==> config.mk <==
export PLATFORM = sky130hd
export DESIGN_NAME = apa_sqrt
export DESIGN_NICKNAME = d
export VERILOG_FILES = /design/src/sv/apa_pkg.sv /design/src/sv/apa_sqrt.sv
export SDC_FILE = /design/constraint.sdc
export NUM_CORES = 1
export LEC_CHECK = 0
export ABC_AREA = 1
export BUFFER_PORTS_ARGS = -buffer_cell sky130_fd_sc_hd__clkbuf_2
export CAP_MARGIN = 5
export CELL_PAD_IN_SITES_DETAIL_PLACEMENT = 1
export CELL_PAD_IN_SITES_GLOBAL_PLACEMENT = 1
export CORE_MARGIN = 1
export CORE_UTILIZATION = 45
export DETAILED_ROUTE_END_ITERATION = 10
export GPL_TIMING_DRIVEN = 0
export PLACE_DENSITY = 0.89
export SYNTH_ARGS = -nofsm -noshare
export SYNTH_HDL_FRONTEND = slang
export SYNTH_SLANG_ARGS = --single-unit
export TNS_END_PERCENT = 100
==> constraint.sdc <==
create_clock -name clk_i -period 5.7 [get_ports clk_i]
set_input_delay 0.855 -clock clk_i [delete_from_list [all_inputs] [get_ports clk_i]]
set_output_delay 0.855 -clock clk_i [all_outputs]
set_load 0.1 [all_outputs]
==> src/sv/apa_pkg.sv <==
package apa_pkg;

  // Field and register widths
  localparam int AltW  = 22;
  localparam int SeaW  = 22;
  localparam int PresW = 22;
  localparam int TempW = 17;
  localparam int DensW = 18;
  localparam int SndW  = 17;
  localparam int MaxW  = 21;
  localparam int AddrW = 4;
  localparam int DataW = 32;

  // Register indexes (paddr[3:2])
  localparam logic [1:0] RegSeaPres = 2'd0;
  localparam logic [1:0] RegSeaTemp = 2'd1;
  localparam logic [1:0] RegSeaDens = 2'd2;
  localparam logic [1:0] RegMaxAlt  = 2'd3;

  // Register reset values
  localparam logic [PresW-1:0] SeaPresRst = 22'd1620800;
  localparam logic [TempW-1:0] SeaTempRst = 17'd73769;
  localparam logic [DensW-1:0] SeaDensRst = 18'd80282;
  localparam logic [MaxW-1:0]  MaxAltRst  = 21'd292800;

  // Saturation limits
  localparam logic [PresW-1:0] PresMax = '1;
  localparam logic [TempW-1:0] TempMax = '1;
  localparam logic [DensW-1:0] DensMax = '1;
  localparam logic [SndW-1:0]  SndMax  = '1;

  // Polynomial lanes
  localparam int NumLanes = 3;
  localparam int LanePres = 0;
  localparam int LaneTemp = 1;
  localparam int LaneDens = 2;
  localparam int PolyOrd  = 4;
  localparam int CoefW    = 36;

  typedef logic signed [CoefW-1:0] coef_t;

  // Coefficients in Q24, index is the power of u
  localparam coef_t PolyCoef [NumLanes][PolyOrd+1] = '{
    '{36'sd16777216, -36'sd260454513, 36'sd1636082084, -36'sd5190069659, 36'sd7941286317},
    '{36'sd16777216, -36'sd50074398, 36'sd62854110, -36'sd2157569910, 36'sd19673640210},
    '{36'sd16777216, -36'sd210971432, 36'sd1017793340, -36'sd2204612236, 36'sd1132561631}
  };

  // Scaled quantity before falloff and saturation
  localparam int ScaleW = 34;

  // Falloff divider
  localparam int QuoW   = 22;
  localparam int NumW   = ScaleW + MaxW + 1;
  localparam int DivLat = QuoW + 1;

  // Square root of temperature << 16
  localparam int RootW = 22;
  localparam int RadW  = 2 * RootW - 16;

  // 20.1 in Q16
  localparam int SndKW = 21;
  localparam logic [SndKW-1:0] SoundK = 21'd1317274;

  // Input register to output register
  localparam int TotalLat = 37;

endpackage

==> src/sv/apa_sqrt.sv <==
module apa_sqrt (
  input  logic                       clk_i,
  input  logic [apa_pkg::RadW-1:0]   val_i,
  output logic [apa_pkg::RootW-1:0]  root_o
);

  localparam int RootW = apa_pkg::RootW;
  localparam int VW    = 2 * RootW;
  localparam int RemW  = RootW + 3;

  logic [VW-1:0]    rad_q  [RootW];
  logic [RemW-1:0]  rem_q  [RootW];
  logic [RootW-1:0] root_q [RootW];

  logic [VW-1:0]    rad_in  [RootW];
  logic [RemW-1:0]  rem_in  [RootW];
  logic [RootW-1:0] root_in [RootW];
  logic [VW-1:0]    rad_d   [RootW];
  logic [RemW-1:0]  rem_d   [RootW];
  logic [RootW-1:0] root_d  [RootW];
  logic [RemW-1:0]  rem_t   [RootW];
  logic [RemW-1:0]  trial   [RootW];

  // One root bit per stage from two radicand bits
  always_comb begin
    rad_in[0]  = {val_i, 16'd0};
    rem_in[0]  = '0;
    root_in[0] = '0;
    for (int j = 1; j < RootW; j++) begin
      rad_in[j]  = rad_q[j-1];
      rem_in[j]  = rem_q[j-1];
      root_in[j] = root_q[j-1];
    end
    for (int j = 0; j < RootW; j++) begin
      rem_t[j] = {rem_in[j][RemW-3:0], rad_in[j][VW-1 -: 2]};
      trial[j] = RemW'({root_in[j], 2'b01});
      rad_d[j] = {rad_in[j][VW-3:0], 2'b00};
      if (rem_t[j] >= trial[j]) begin
        rem_d[j]  = rem_t[j] - trial[j];
        root_d[j] = {root_in[j][RootW-2:0], 1'b1};
      end else begin
        rem_d[j]  = rem_t[j];
        root_d[j] = {root_in[j][RootW-2:0], 1'b0};
      end
    end
  end

  always_ff @(posedge clk_i) begin
    for (int j = 0; j < RootW; j++) begin
      rad_q[j]  <= rad_d[j];
      rem_q[j]  <= rem_d[j];
      root_q[j] <= root_d[j];
    end
  end

  assign root_o = root_q[RootW-1];

endmodule

Yosys cells after proc, flatten, opt, wreduce, memory -nomap -nowiden

Memories as Yosys holds them, arrays and structs flattened.
Index checks and enable logic that the tools add are counted.

$add $sub $neg: 22
$lt $le $gt $ge: 22
Multiplexer cells: 44

Operator list:

| cell                | count |
|---|---|
| $mux 25             | 22 |
| $ge 25x24->1        | 21 |
| $sub 25x24->25      | 21 |
| $mux 1              | 22 |
| $sub 2x1->3 const B | 1 |
| $ge 2x1->1 const B  | 1 |

Register bits: 0
RAM bits: 1958
Bits of input ports: 29
Output and inout bits: 22
Memories kept: 3

Memory list:

| memory | words | width | rd ports | clocked after Yosys merged registers in | write ports | line           | RTL |
|---|---|---|---|---|---|---|---|
| rad_q  | 22    | 42    | 21       | 0                                       | 22          | apa_sqrt.sv:11 | `logic [VW-1:0] rad_q [RootW];` |
| rem_q  | 22    | 25    | 21       | 0                                       | 22          | apa_sqrt.sv:12 | `logic [RemW-1:0] rem_q [RootW];` |
| root_q | 22    | 22    | 22       | 0                                       | 22          | apa_sqrt.sv:13 | `logic [RootW-1:0] root_q [RootW];` |

Longest topological paths before layout

An unclocked memory read counts as a cell.

Depth after elaboration: 3
Mapped depth: 15
Depth with buffers taken out: 14

Least setup slack after synthesis

OpenSTA, ideal clock, no wires.

Path kind: reg2reg
Start: mem rem_q[1][150] in the netlist's numbering
End: mem rem_q[1][189] in the netlist's numbering
Setup time: 0.113 ns
Arrival time: 1.751 ns
Slack: 3.836 ns
Stages on the path, launching flop included: 10
Clock period less this slack: 1.864 ns
Path through: dfxtp_1 > ha_1 > fa_1 > nand3_1 > nand3_1 > nand3_1 > nand3_1 > or2_2 > nand3_1 > nand2_1

RTL lines:

| element     | line |
|---|---|
| from (decl) | apa_sqrt.sv:12 |

==> flow_metrics.env <==
export IMPL_start_util=0.454
export IMPL_path_clk_slew_ps=60
export IMPL_final_area_um2=49800
export IMPL_track_usage=0.283
export IMPL_die_area_um2=100000
export IMPL_internal_power_uw=13600
export IMPL_synth_xor_area_frac=0.0293
export IMPL_critPathKind="flop to flop"
export IMPL_fp_coreArea_um2=98100
export IMPL_netSwitchingPower_uw=8480
export IMPL_synth_ff_type="dfxtp_1"
export IMPL_via_per_inst=5.17
export IMPL_finClkSkew_ps=35.4
export IMPL_cts_buffer_depth=3
export IMPL_hold_violations=0
export IMPL_vias=41500
export IMPL_drv_slew=0
export IMPL_io_pins=51
export IMPL_htree_levels=3
export IMPL_grt_pass1_vias=44200
export IMPL_grt_overflow_total=0
export IMPL_portBuffers=50
export IMPL_end_kind="flop"
export IMPL_synth_simple_area_share=0.337
export IMPL_finalCriticalPeriod_ps=2650
export IMPL_rows=115
export IMPL_post_place_ws_ps=3170
export IMPL_drt_total_wl_um=143000
export IMPL_synthMuxAreaShare=0
export IMPL_worstMarginPinSlew_ps=720
export IMPL_grt_pass1_wl_um=227000
export IMPL_yosys_area_share_adder=0.0765
export IMPL_final_cell_mix="nand2_1, inv_1, dfxtp_1"
export IMPL_synthesis_area_um2=44500
export IMPL_rsz0062_at_grt="false"
export IMPL_max_clock_freq_mhz=377
export IMPL_cts_setup_buffers=0
export IMPL_yosysSeqAreaShare=0.397
export IMPL_ant_nets=0
export IMPL_swShare=0.384
export IMPL_fin_nets=6953
export IMPL_crit_path_start_kind="flop"
export IMPL_mostFrequentLayoutCell="nand2_1"
export IMPL_cts_tree="built"
export IMPL_antenna_found_initial=5
export IMPL_firstDrtPassIters=9
export IMPL_cts_hold_repair_buffers=0
export IMPL_required_ps=6240
export IMPL_drv_cap=0
export IMPL_cts_sinks=883
export IMPL_grt_max_degree=15
export IMPL_die_h_um=317
export IMPL_setup_slack_ps=3050
export IMPL_cts_root_buf="clkbuf_16"
export IMPL_ys_warn_count=0
export IMPL_leakagePower_uw=0.0273
export IMPL_worstPathArrival_ps=3190
export IMPL_synth_cell_type_count=54
export IMPL_cp_max_fo=10
export IMPL_syn_nets=6807
export IMPL_synth_top_family_by_area="simple AND/OR/NAND/NOR gates"
export IMPL_synth_edff_count=0
export IMPL_n_fill_cell=12900
export IMPL_async_flop_share=0
export IMPL_routabilityCongestion=0.926
export IMPL_setup_viol_count_final=0
export IMPL_clock_latency_ps=710
export IMPL_vdd_drop_max_uv=306
export IMPL_power_density_nw_per_um2=444
export IMPL_ys_ff_latch=883
export IMPL_dp_hpwl_um=111000
export IMPL_slew_headroom=0.515
export IMPL_drtIter0Drc=2131
export IMPL_avgRoutedWirePerCell_um=17.8
export IMPL_drc_errors=0
export IMPL_dieWidth_um=317
export IMPL_hold_path_class="primary input to flop"
export IMPL_syn_avg_cell_area_um2=6.84
export IMPL_syn_inst=6510
export IMPL_p_comb_frac=0.309
export IMPL_p_seq_frac=0.389
export IMPL_cts_made_buffers=94
export IMPL_power_frac_clock=0.302
export IMPL_min_period_over_period=0.465
export IMPL_final_setup_tns_ps=0
export IMPL_synth_compound_area_frac=0.0537
export IMPL_syn_to_final_growth_pct=11.8
export IMPL_placed_cell_area_um2=46400
export IMPL_status="completed"
export IMPL_cts_resized=0
export IMPL_layout_drive_gt1_share=0.0591
==> worst max-delay path: stages (launching register included) <==
cell	delay, ps
dfxtp_1	390
inv_1	100
ha_1	420
nand2_1	150
nor2_1	190
nand3_1	170
o21ai_1	150
nor2_1	50
nand2_1	110
inv_2	140
buf_6	190
a21oi_1	430
==> layer usage <==
metal  wire, um  GRT usage
met3       5240     0.0319
met1      60400      0.336
met5          0          0
met2      70900      0.511
met4       6350      0.124
==> kinds of logic (layout without fill, tap and decap cells) <==
family,Yosys count,count (layout)
DFF,883,883
AOI/OAI and AO/OA,442,442
buffers and inverters,1186,1406
xor gates and xnor gates,149,149
and+or+nand+nor,3581,3581
adders and majority gates,268,268
other,1,3
==> power by group through the flow <==
stage	sequential (uW)	clock (uW)	combinational (uW)
2_1_floorplan	8270	0	4740
3_3_place_gp	8640	0	6340
3_5_place_dp	8690	0	6630
4_1_cts	8580	6770	6770
5_1_grt	8700	7000	7610
6_report	8600	6660	6820
==> cells in the mapped netlist (all sizes together), types with 2 or more instances <==
cell,count,area share
a21boi,4,0.00076
a21oi,253,0.030
and2,7,0.00098
and3,3,0.00042
buf,52,0.010
clkbuf,2,0.00020
dfxtp,883,0.40
fa,7,0.0031
ha,261,0.073
inv,1132,0.096
nand2,2270,0.19
nand3,435,0.051
nand3b,76,0.013
nand4,105,0.015
nor2,614,0.055
nor3,44,0.0055
nor3b,5,0.00096
nor4,4,0.00056
o211ai,4,0.00067
o21ai,162,0.019
o21bai,16,0.0027
or2,17,0.0024
xnor2,65,0.013
xor2,84,0.017
==> worst paths after layout <==
path	start	to	slack, ps	cells after the start
worst max register to register	root_q[1][100]	rem_q[1][144]	3050	11
worst max-delay path	root_q[1][100]	rem_q[1][144]	3050	11
worst min register to register	rad_q[0][197]	rad_q[0][241]	320	0
worst min-delay path	val_i[23]	rad_q[0][39]	250	1
==> stage by stage <==
step	std cells	util	hold slack, ps	power [uW]
after detailed placement	7847	0.473	313	15300
final	8019	0.507	254	22100
after CTS	8017	0.507	223	22100
after global routing	8019	0.507	226	23300
after global placement	7847	0.473	310	15000
after floorplan	6510	-	310	13000
==> registers in the layout, summed over array words and instances (netlist names) <==
signal  count
root_q    253
rad_q     182
rem_q     448
==> layout make-up <==
class	count	area, um^2	share of cell area
sequential	883	17700	0.355
timing repair buffer	50	250	0.00503
inverter	1132	4250	0.0854
tap	1287	1610	0.0324
antenna	2	5.00	0.000101
clock buffer	117	2560	0.0514
clock inverter	53	823	0.0165
multi-input combinational	4441	22100	0.444
buffer	54	472	0.00948
No activity file was read; power rests on OpenSTA's default activity.
