==> src/sv/apa_pkg.sv <==
package apa_pkg;

  // Field and register widths
  localparam int AltW  = 22;
  localparam int SeaW  = 22;
  localparam int PresW = 22;
  localparam int TempW = 17;
  localparam int DensW = 18;
  localparam int SndW  = 17;
  localparam int MaxW  = 21;
  localparam int AddrW = 4;
  localparam int DataW = 32;

  // Register indexes (paddr[3:2])
  localparam logic [1:0] RegSeaPres = 2'd0;
  localparam logic [1:0] RegSeaTemp = 2'd1;
  localparam logic [1:0] RegSeaDens = 2'd2;
  localparam logic [1:0] RegMaxAlt  = 2'd3;

  // Register reset values
  localparam logic [PresW-1:0] SeaPresRst = 22'd1620800;
  localparam logic [TempW-1:0] SeaTempRst = 17'd73769;
  localparam logic [DensW-1:0] SeaDensRst = 18'd80282;
  localparam logic [MaxW-1:0]  MaxAltRst  = 21'd292800;

  // Saturation limits
  localparam logic [PresW-1:0] PresMax = '1;
  localparam logic [TempW-1:0] TempMax = '1;
  localparam logic [DensW-1:0] DensMax = '1;
  localparam logic [SndW-1:0]  SndMax  = '1;

  // Polynomial lanes
  localparam int NumLanes = 3;
  localparam int LanePres = 0;
  localparam int LaneTemp = 1;
  localparam int LaneDens = 2;
  localparam int PolyOrd  = 4;
  localparam int CoefW    = 36;

  typedef logic signed [CoefW-1:0] coef_t;

  // Coefficients in Q24, index is the power of u
  localparam coef_t PolyCoef [NumLanes][PolyOrd+1] = '{
    '{36'sd16777216, -36'sd260454513, 36'sd1636082084, -36'sd5190069659, 36'sd7941286317},
    '{36'sd16777216, -36'sd50074398, 36'sd62854110, -36'sd2157569910, 36'sd19673640210},
    '{36'sd16777216, -36'sd210971432, 36'sd1017793340, -36'sd2204612236, 36'sd1132561631}
  };

  // Scaled quantity before falloff and saturation
  localparam int ScaleW = 34;

  // Falloff divider
  localparam int QuoW   = 22;
  localparam int NumW   = ScaleW + MaxW + 1;
  localparam int DivLat = QuoW + 1;

  // Square root of temperature << 16
  localparam int RootW = 22;
  localparam int RadW  = 2 * RootW - 16;

  // 20.1 in Q16
  localparam int SndKW = 21;
  localparam logic [SndKW-1:0] SoundK = 21'd1317274;

  // Input register to output register
  localparam int TotalLat = 37;

endpackage

==> src/sv/apa_div.sv <==
module apa_div (
  input  logic                       clk_i,
  input  logic [apa_pkg::NumW-1:0]   num_i,
  input  logic [apa_pkg::MaxW-1:0]   den_i,
  output logic [apa_pkg::QuoW-1:0]   quo_o,
  output logic                       ovf_o
);

  localparam int QuoW = apa_pkg::QuoW;
  localparam int RemW = apa_pkg::MaxW + QuoW;

  logic [RemW-1:0]         rem_q [QuoW+1];
  logic [apa_pkg::MaxW-1:0] den_q [QuoW+1];
  logic [QuoW-1:0]         quo_q [QuoW+1];
  logic                    ovf_q [QuoW+1];

  // Flag quotients that do not fit, then take one bit per stage
  always_ff @(posedge clk_i) begin
    ovf_q[0] <= num_i >= (apa_pkg::NumW'(den_i) << QuoW);
    rem_q[0] <= RemW'(num_i);
    den_q[0] <= den_i;
    quo_q[0] <= '0;
    for (int j = 1; j <= QuoW; j++) begin
      den_q[j] <= den_q[j-1];
      ovf_q[j] <= ovf_q[j-1];
      if (rem_q[j-1] >= (RemW'(den_q[j-1]) << (QuoW - j))) begin
        rem_q[j] <= rem_q[j-1] - (RemW'(den_q[j-1]) << (QuoW - j));
        quo_q[j] <= {quo_q[j-1][QuoW-2:0], 1'b1};
      end else begin
        rem_q[j] <= rem_q[j-1];
        quo_q[j] <= {quo_q[j-1][QuoW-2:0], 1'b0};
      end
    end
  end

  assign quo_o = quo_q[QuoW];
  assign ovf_o = ovf_q[QuoW];

endmodule

==> config.mk <==
export PLATFORM = sky130hd
export DESIGN_NAME = apa_div
export DESIGN_NICKNAME = d
export VERILOG_FILES = /design/src/sv/apa_pkg.sv /design/src/sv/apa_div.sv
export SDC_FILE = /design/constraint.sdc
export NUM_CORES = 2
export LEC_CHECK = 0
export ABC_AREA = 1
export BUFFER_PORTS_ARGS = -buffer_cell sky130_fd_sc_hd__buf_2
export CAP_MARGIN = 30
export CORE_ASPECT_RATIO = 0.7
export CORE_MARGIN = 1
export CORE_UTILIZATION = 40
export CTS_CLUSTER_DIAMETER = 200
export DETAILED_ROUTE_END_ITERATION = 10
export PLACE_DENSITY = 0.56
export SKIP_CTS_REPAIR_TIMING = 1
export SLEW_MARGIN = 0
export SYNTH_ARGS = -nofsm -noshare
export SYNTH_HDL_FRONTEND = slang
export SYNTH_SLANG_ARGS = --single-unit
==> constraint.sdc <==
create_clock -name clk_i -period 2.9 [get_ports clk_i]
set_input_delay 0.58 -clock clk_i [delete_from_list [all_inputs] [get_ports clk_i]]
set_output_delay 0.58 -clock clk_i [all_outputs]
set_load 0.05 [all_outputs]
Word-level counts from Yosys, hierarchy flattened
Memories as Yosys holds them, arrays and structs flattened.
Cells that the tools add are included.
{"block": "totals", "regBits": 0, "ramBits": 2001, "output_inout_bits": 23, "n_memories": 4}
{"memory": "rem_q", "words": 23, "word_bits": 43, "rd": 22, "rd_ports_with_merged_regs": 0, "wr": 23, "line": "apa_div.sv:12", "source": "logic [RemW-1:0] rem_q [QuoW+1];"}
{"memory": "quo_q", "words": 23, "word_bits": 22, "rd": 23, "rd_ports_with_merged_regs": 0, "wr": 23, "line": "apa_div.sv:14", "source": "logic [QuoW-1:0] quo_q [QuoW+1];"}
{"memory": "den_q", "words": 23, "word_bits": 21, "rd": 22, "rd_ports_with_merged_regs": 0, "wr": 23, "line": "apa_div.sv:13", "source": "logic [apa_pkg::MaxW-1:0] den_q [QuoW+1];"}
{"memory": "ovf_q", "words": 23, "word_bits": 1, "rd": 23, "rd_ports_with_merged_regs": 0, "wr": 23, "line": "apa_div.sv:15", "source": "logic ovf_q [QuoW+1];"}
{"block": "classes", "n_addsub": 22, "n_lt_le_gt_ge": 23, "muxes": 110, "n_bitwise": 44}
{"cell": "two-way mux 43 bit", "n": 22}
{"cell": "two-way mux 22 bit", "n": 22}
{"cell": "two-way mux 1 bit", "n": 66}
{"cell": "greater-or-equal comparator 56 x 43 -> 1 bit", "n": 1}
{"cell": "OR 1 bit", "n": 44}
{"cell": "greater-or-equal comparator 43 x 21 -> 1 bit", "n": 1}
{"cell": "greater-or-equal comparator 43 x 22 -> 1 bit", "n": 1}
{"cell": "greater-or-equal comparator 43 x 23 -> 1 bit", "n": 1}
{"cell": "greater-or-equal comparator 43 x 24 -> 1 bit", "n": 1}
{"cell": "greater-or-equal comparator 43 x 25 -> 1 bit", "n": 1}
{"cell": "greater-or-equal comparator 43 x 26 -> 1 bit", "n": 1}
{"cell": "greater-or-equal comparator 43 x 27 -> 1 bit", "n": 1}
{"cell": "greater-or-equal comparator 43 x 28 -> 1 bit", "n": 1}
{"cell": "greater-or-equal comparator 43 x 29 -> 1 bit", "n": 1}
{"cell": "greater-or-equal comparator 43 x 30 -> 1 bit", "n": 1}
{"cell": "greater-or-equal comparator 43 x 31 -> 1 bit", "n": 1}
{"cell": "greater-or-equal comparator 43 x 32 -> 1 bit", "n": 1}
{"cell": "greater-or-equal comparator 43 x 33 -> 1 bit", "n": 1}
{"cell": "greater-or-equal comparator 43 x 34 -> 1 bit", "n": 1}
{"cell": "greater-or-equal comparator 43 x 35 -> 1 bit", "n": 1}
{"cell": "greater-or-equal comparator 43 x 36 -> 1 bit", "n": 1}
{"cell": "greater-or-equal comparator 43 x 37 -> 1 bit", "n": 1}
{"cell": "greater-or-equal comparator 43 x 38 -> 1 bit", "n": 1}
{"cell": "greater-or-equal comparator 43 x 39 -> 1 bit", "n": 1}
{"cell": "25 further kinds", "n": 25}

Depth between registers and ports, before layout
{"block": "logic_depth", "word_depth": 4, "mapped_depth": 17, "depth_no_buf": 16}

Worst setup path before layout
Ideal clock, no wire load.
{"block": "synth_path", "path_kind": "reg-to-reg", "from": "memory rem_q[0][189] (netlist name)", "to": "memory rem_q[0][250] (netlist name)", "setup_ns": 0.058, "t_arrival_ns": 2.109, "slack_ns": 0.733, "stages_incl_launch_ff": 15, "path_buffers": 1, "path_cell_list": "dfxtp_1 inv_1 ha_1 fa_1 nand3b_1 nand2_1 nand2_1 nand2_1 nand2_1 nand2_1 nand3_1 nand3_2 buf_2 nand2_1 nand2_1"}
{"item": "start, declared", "line": "apa_div.sv:12"}

==> flow_summary.toml <==
[setup_path]
end_kind = "flip-flop"
worst_setup_path_start_kind = "flip-flop"
worstPathRequired_ns = 3.55
critical_path_class = "reg2reg"
timing.critical_path.arrival_ns = 3.64
maximum_net_fanout_on_the_critical_path = 39

[timing]
timing.fmax_ghz = 0.3342
layout_setup_ws_ns = -0.09253
setup_viol = 8
hold_violations = 0
clock_skew_ns = 0.07258
worstMarginPinSlew_ns = 1.087
headroom_to_the_max_slew_limit_pct = 27.27
setup_tns_ns = -0.3283
final_critical_path_required_period_ns = 2.993
slew_viol_final = 0
min_period_over_period_pct = 103.2
grt_setup_unrepaired = "yes"

[final_layout]
fillers = 21170
area_growth_pct = 14.51
post_route_cells_drive_above_1_share_pct = 6.177
finish.cell_count_without_fillers = 15400
num-nets-final = 13090

[power]
leakage_nw = 48.17
vdd_ir_drop_max_uv = 517.8
cell_pwr_density_mw_per_mm2 = 1191

[synth]
yosys_register_bits = 1684
synthDominantCellAreaShare_pct = 40.59
synth_enable_flop_cells = 0
yosys.area.top_type = "dfxtp_1"
yosys.cell_types.count = 51
synthesized_netlist_net_count = 12620
netlist_instances = 12040
top_post_synthesis_cells_by_area = "dfxtp_1 41%, nand2_1 18%, inv_1 8.9%"
synthArstFlopShare_pct = 0
synth.cell_area_sq_mm = 0.08306
mean_instance_size_in_the_synthesized_netlist_sq_um = 6.899
synth_top_flop_cell = "dfxtp_1"
synth-seq-area-share_pct = 40.59
yosysWarningCount = 0

[detailed_routing]
detail_route.vias_per_cell = 5.068
first_iter_violations = 8095
wl_per_cell_microns = 20.92
detail_route.first_pass.iterations = 8
routed-via-count = 78040
post-route-drc-count = 0
drt.antenna.violating_nets = 0
wl_mm = 322.2

[floorplanning]
coreArea_sq_mm = 0.2057
die_h_microns = 383.3
die-area_sq_mm = 0.2095
die-width_microns = 546.7
num_io_pins = 101
count_of_standard_cell_rows = 139
initial_utilization_pct = 40.37

[run]
cap_viol_max_count = 0

[global_route]
grt_first_pass_wirelength_mm = 465.7
grt_antenna_before_repair = 17
overflow = 0
via_count_of_the_first_global_routing_pass = 71660
grt_util_all_layers_pct = 29.97
grt_start_max_net_pins = 55

[cts]
worst_setup_hold_path_clk_slew_ns = 0.07
cts_tree = "yes"
clock_path_buffers = 4
cts_inserted_buffers = 176
insertion_delay_ns = 0.86
cts-root-buf = "clkbuf_16"
clock_sink_count = 1684
cts_htree_levels = 4

[placement]
routability_cong = 1.030
dp.final_hpwl_mm = 272.3
placed_cells_incl_taps = 15020
numPortBuffers = 100
place_ws_ns = -0.1904

[outcome]
status = "complete, but fails checks"
failed_checks = "setup timing"

[worst_hold_path]
min_path_type = "in2reg"
kinds of logic after synthesis:
logic type                 synth area share [%]
adders and majority gates                 7.782
xor gates and xnor gates                  3.332
buffers and inverters                     10.05
and+or+nand+nor                           31.10
DFF                                       40.59
AOI/OAI and AO/OA                         7.142
critical path: stages (launching register included):
cell and delay (ns):
dfxtp_1 0.56, inv_1 0.09, ha_1 0.41, inv_1 0.10, nor2_2 0.27, nand2_1 0.12, nor2_1 0.24, nand3_1 0.26
nand3_2 0.16, inv_2 0.06, buf_12 0.17, o21ai_1 0.38
report_power, final:
group	switching (W)	total [W]	internal, W	leakage (nW)
clock network	0.00978	0.0236	0.0138	2.94
registers	0.00709	0.0365	0.0294	14.1
logic	0.0357	0.0532	0.0175	31.1
Yosys cell counts (25+ instances only):
| cell | count |
|---|---|
| a21oi_1 | 571 |
| buf_2 | 58 |
| buf_4 | 37 |
| buf_6 | 25 |
| dfxtp_1 | 1684 |
| ha_1 | 483 |
| inv_1 | 1970 |
| nand2_1 | 3909 |
| nand3_1 | 639 |
| nand3b_1 | 70 |
| nand4_1 | 239 |
| nor2_1 | 1171 |
| nor3_1 | 130 |
| nor4_1 | 27 |
| o21ai_0 | 415 |
| o21ai_1 | 64 |
| xnor2_1 | 171 |
| xor2_1 | 145 |
final timing paths:
kind	from	endpoint	slack [ns]	cells past startpoint
setup / recovery	den_q[2][104]$_DFF_P_	rem_q[2][227]$_DFF_P_	-0.09	11
hold / removal	num_i[45]	ovf_q[0][0]$_DFF_P_	0.12	5
setup reg to reg	den_q[2][104]$_DFF_P_	rem_q[2][227]$_DFF_P_	-0.09	11
hold reg to reg	quo_q[1][119]$_DFF_P_	quo_q[1][142]$_DFF_P_	0.27	0
metal layers:
| metal | track usage [%] | share of wire, % | vias up |
|---|---|---|---|
| met1 | 46.13 | 50 | 36120 |
| met5 | 1.854 | 0.18 | - |
| met4 | 6.034 | 2.0 | 8 |
| met2 | 38.55 | 36 | 3104 |
| li1 | - | - | 38480 |
| met3 | 10.66 | 12 | 327 |
flip-flops by register name, indices dropped and copies added, names as in the netlist:
signal / cells
rem_q: 946
den_q: 462
quo_q: 253
ovf_q: 23
per-stage QoR:
stage          utilization [%]  instance area (sq um)  power (W)  hold WS, ns
3_5_place_dp             42.92                  88310    0.08778       0.3121
3_3_place_gp             42.90                  88260    0.08809       0.3098
4_1_cts                  45.84                  94310     0.1119      -0.2523
5_1_grt                  46.22                  95100     0.1206       0.1095
2_1_floorplan                -                  83060    0.06666       0.3096
6_report                 46.23                  95110     0.1133       0.1180
cells in the final DEF (no fill, tap or decap), drive strengths merged:
cell / count
nand2: 3930
inv: 2014
dfxtp: 1684
nor2: 1190
nand3: 645
a21oi: 590
ha: 483
o21ai: 482
buf: 351
nand4: 239
clkbuf: 232
xnor2: 171
xor2: 145
nor3: 135
nand3b: 70
dlygate4sd3: 64
clkinv: 30
nor4: 29
fa: 21
o21bai: 20
and2: 19
bufinv: 19
a21o: 13
clkinvlp: 11
or2: 11
nor3b: 9
o21a: 9
o211ai: 7
diode: 6
a21boi: 5
a31oi: 5
and3: 4
a211oi: 2
o2111ai: 2
nand2b: 1
nor2b: 1
or3b: 1
final cells by class:
class                      instances  area, sq um  area share [%]
multi-input combinational       8239        41110           43.23
timing repair buffer             415         3314           3.485
tap                             2749         3440           3.616
clock inverter                    80         1039           1.092
antenna                            6        15.01         0.01579
sequential                      1684        33720           35.45
inverter                        1993         7496           7.881
clock buffer                     232         4967           5.223
timing repair inverter             1        8.758        0.009209
Power figures use the tool's default switching activity.
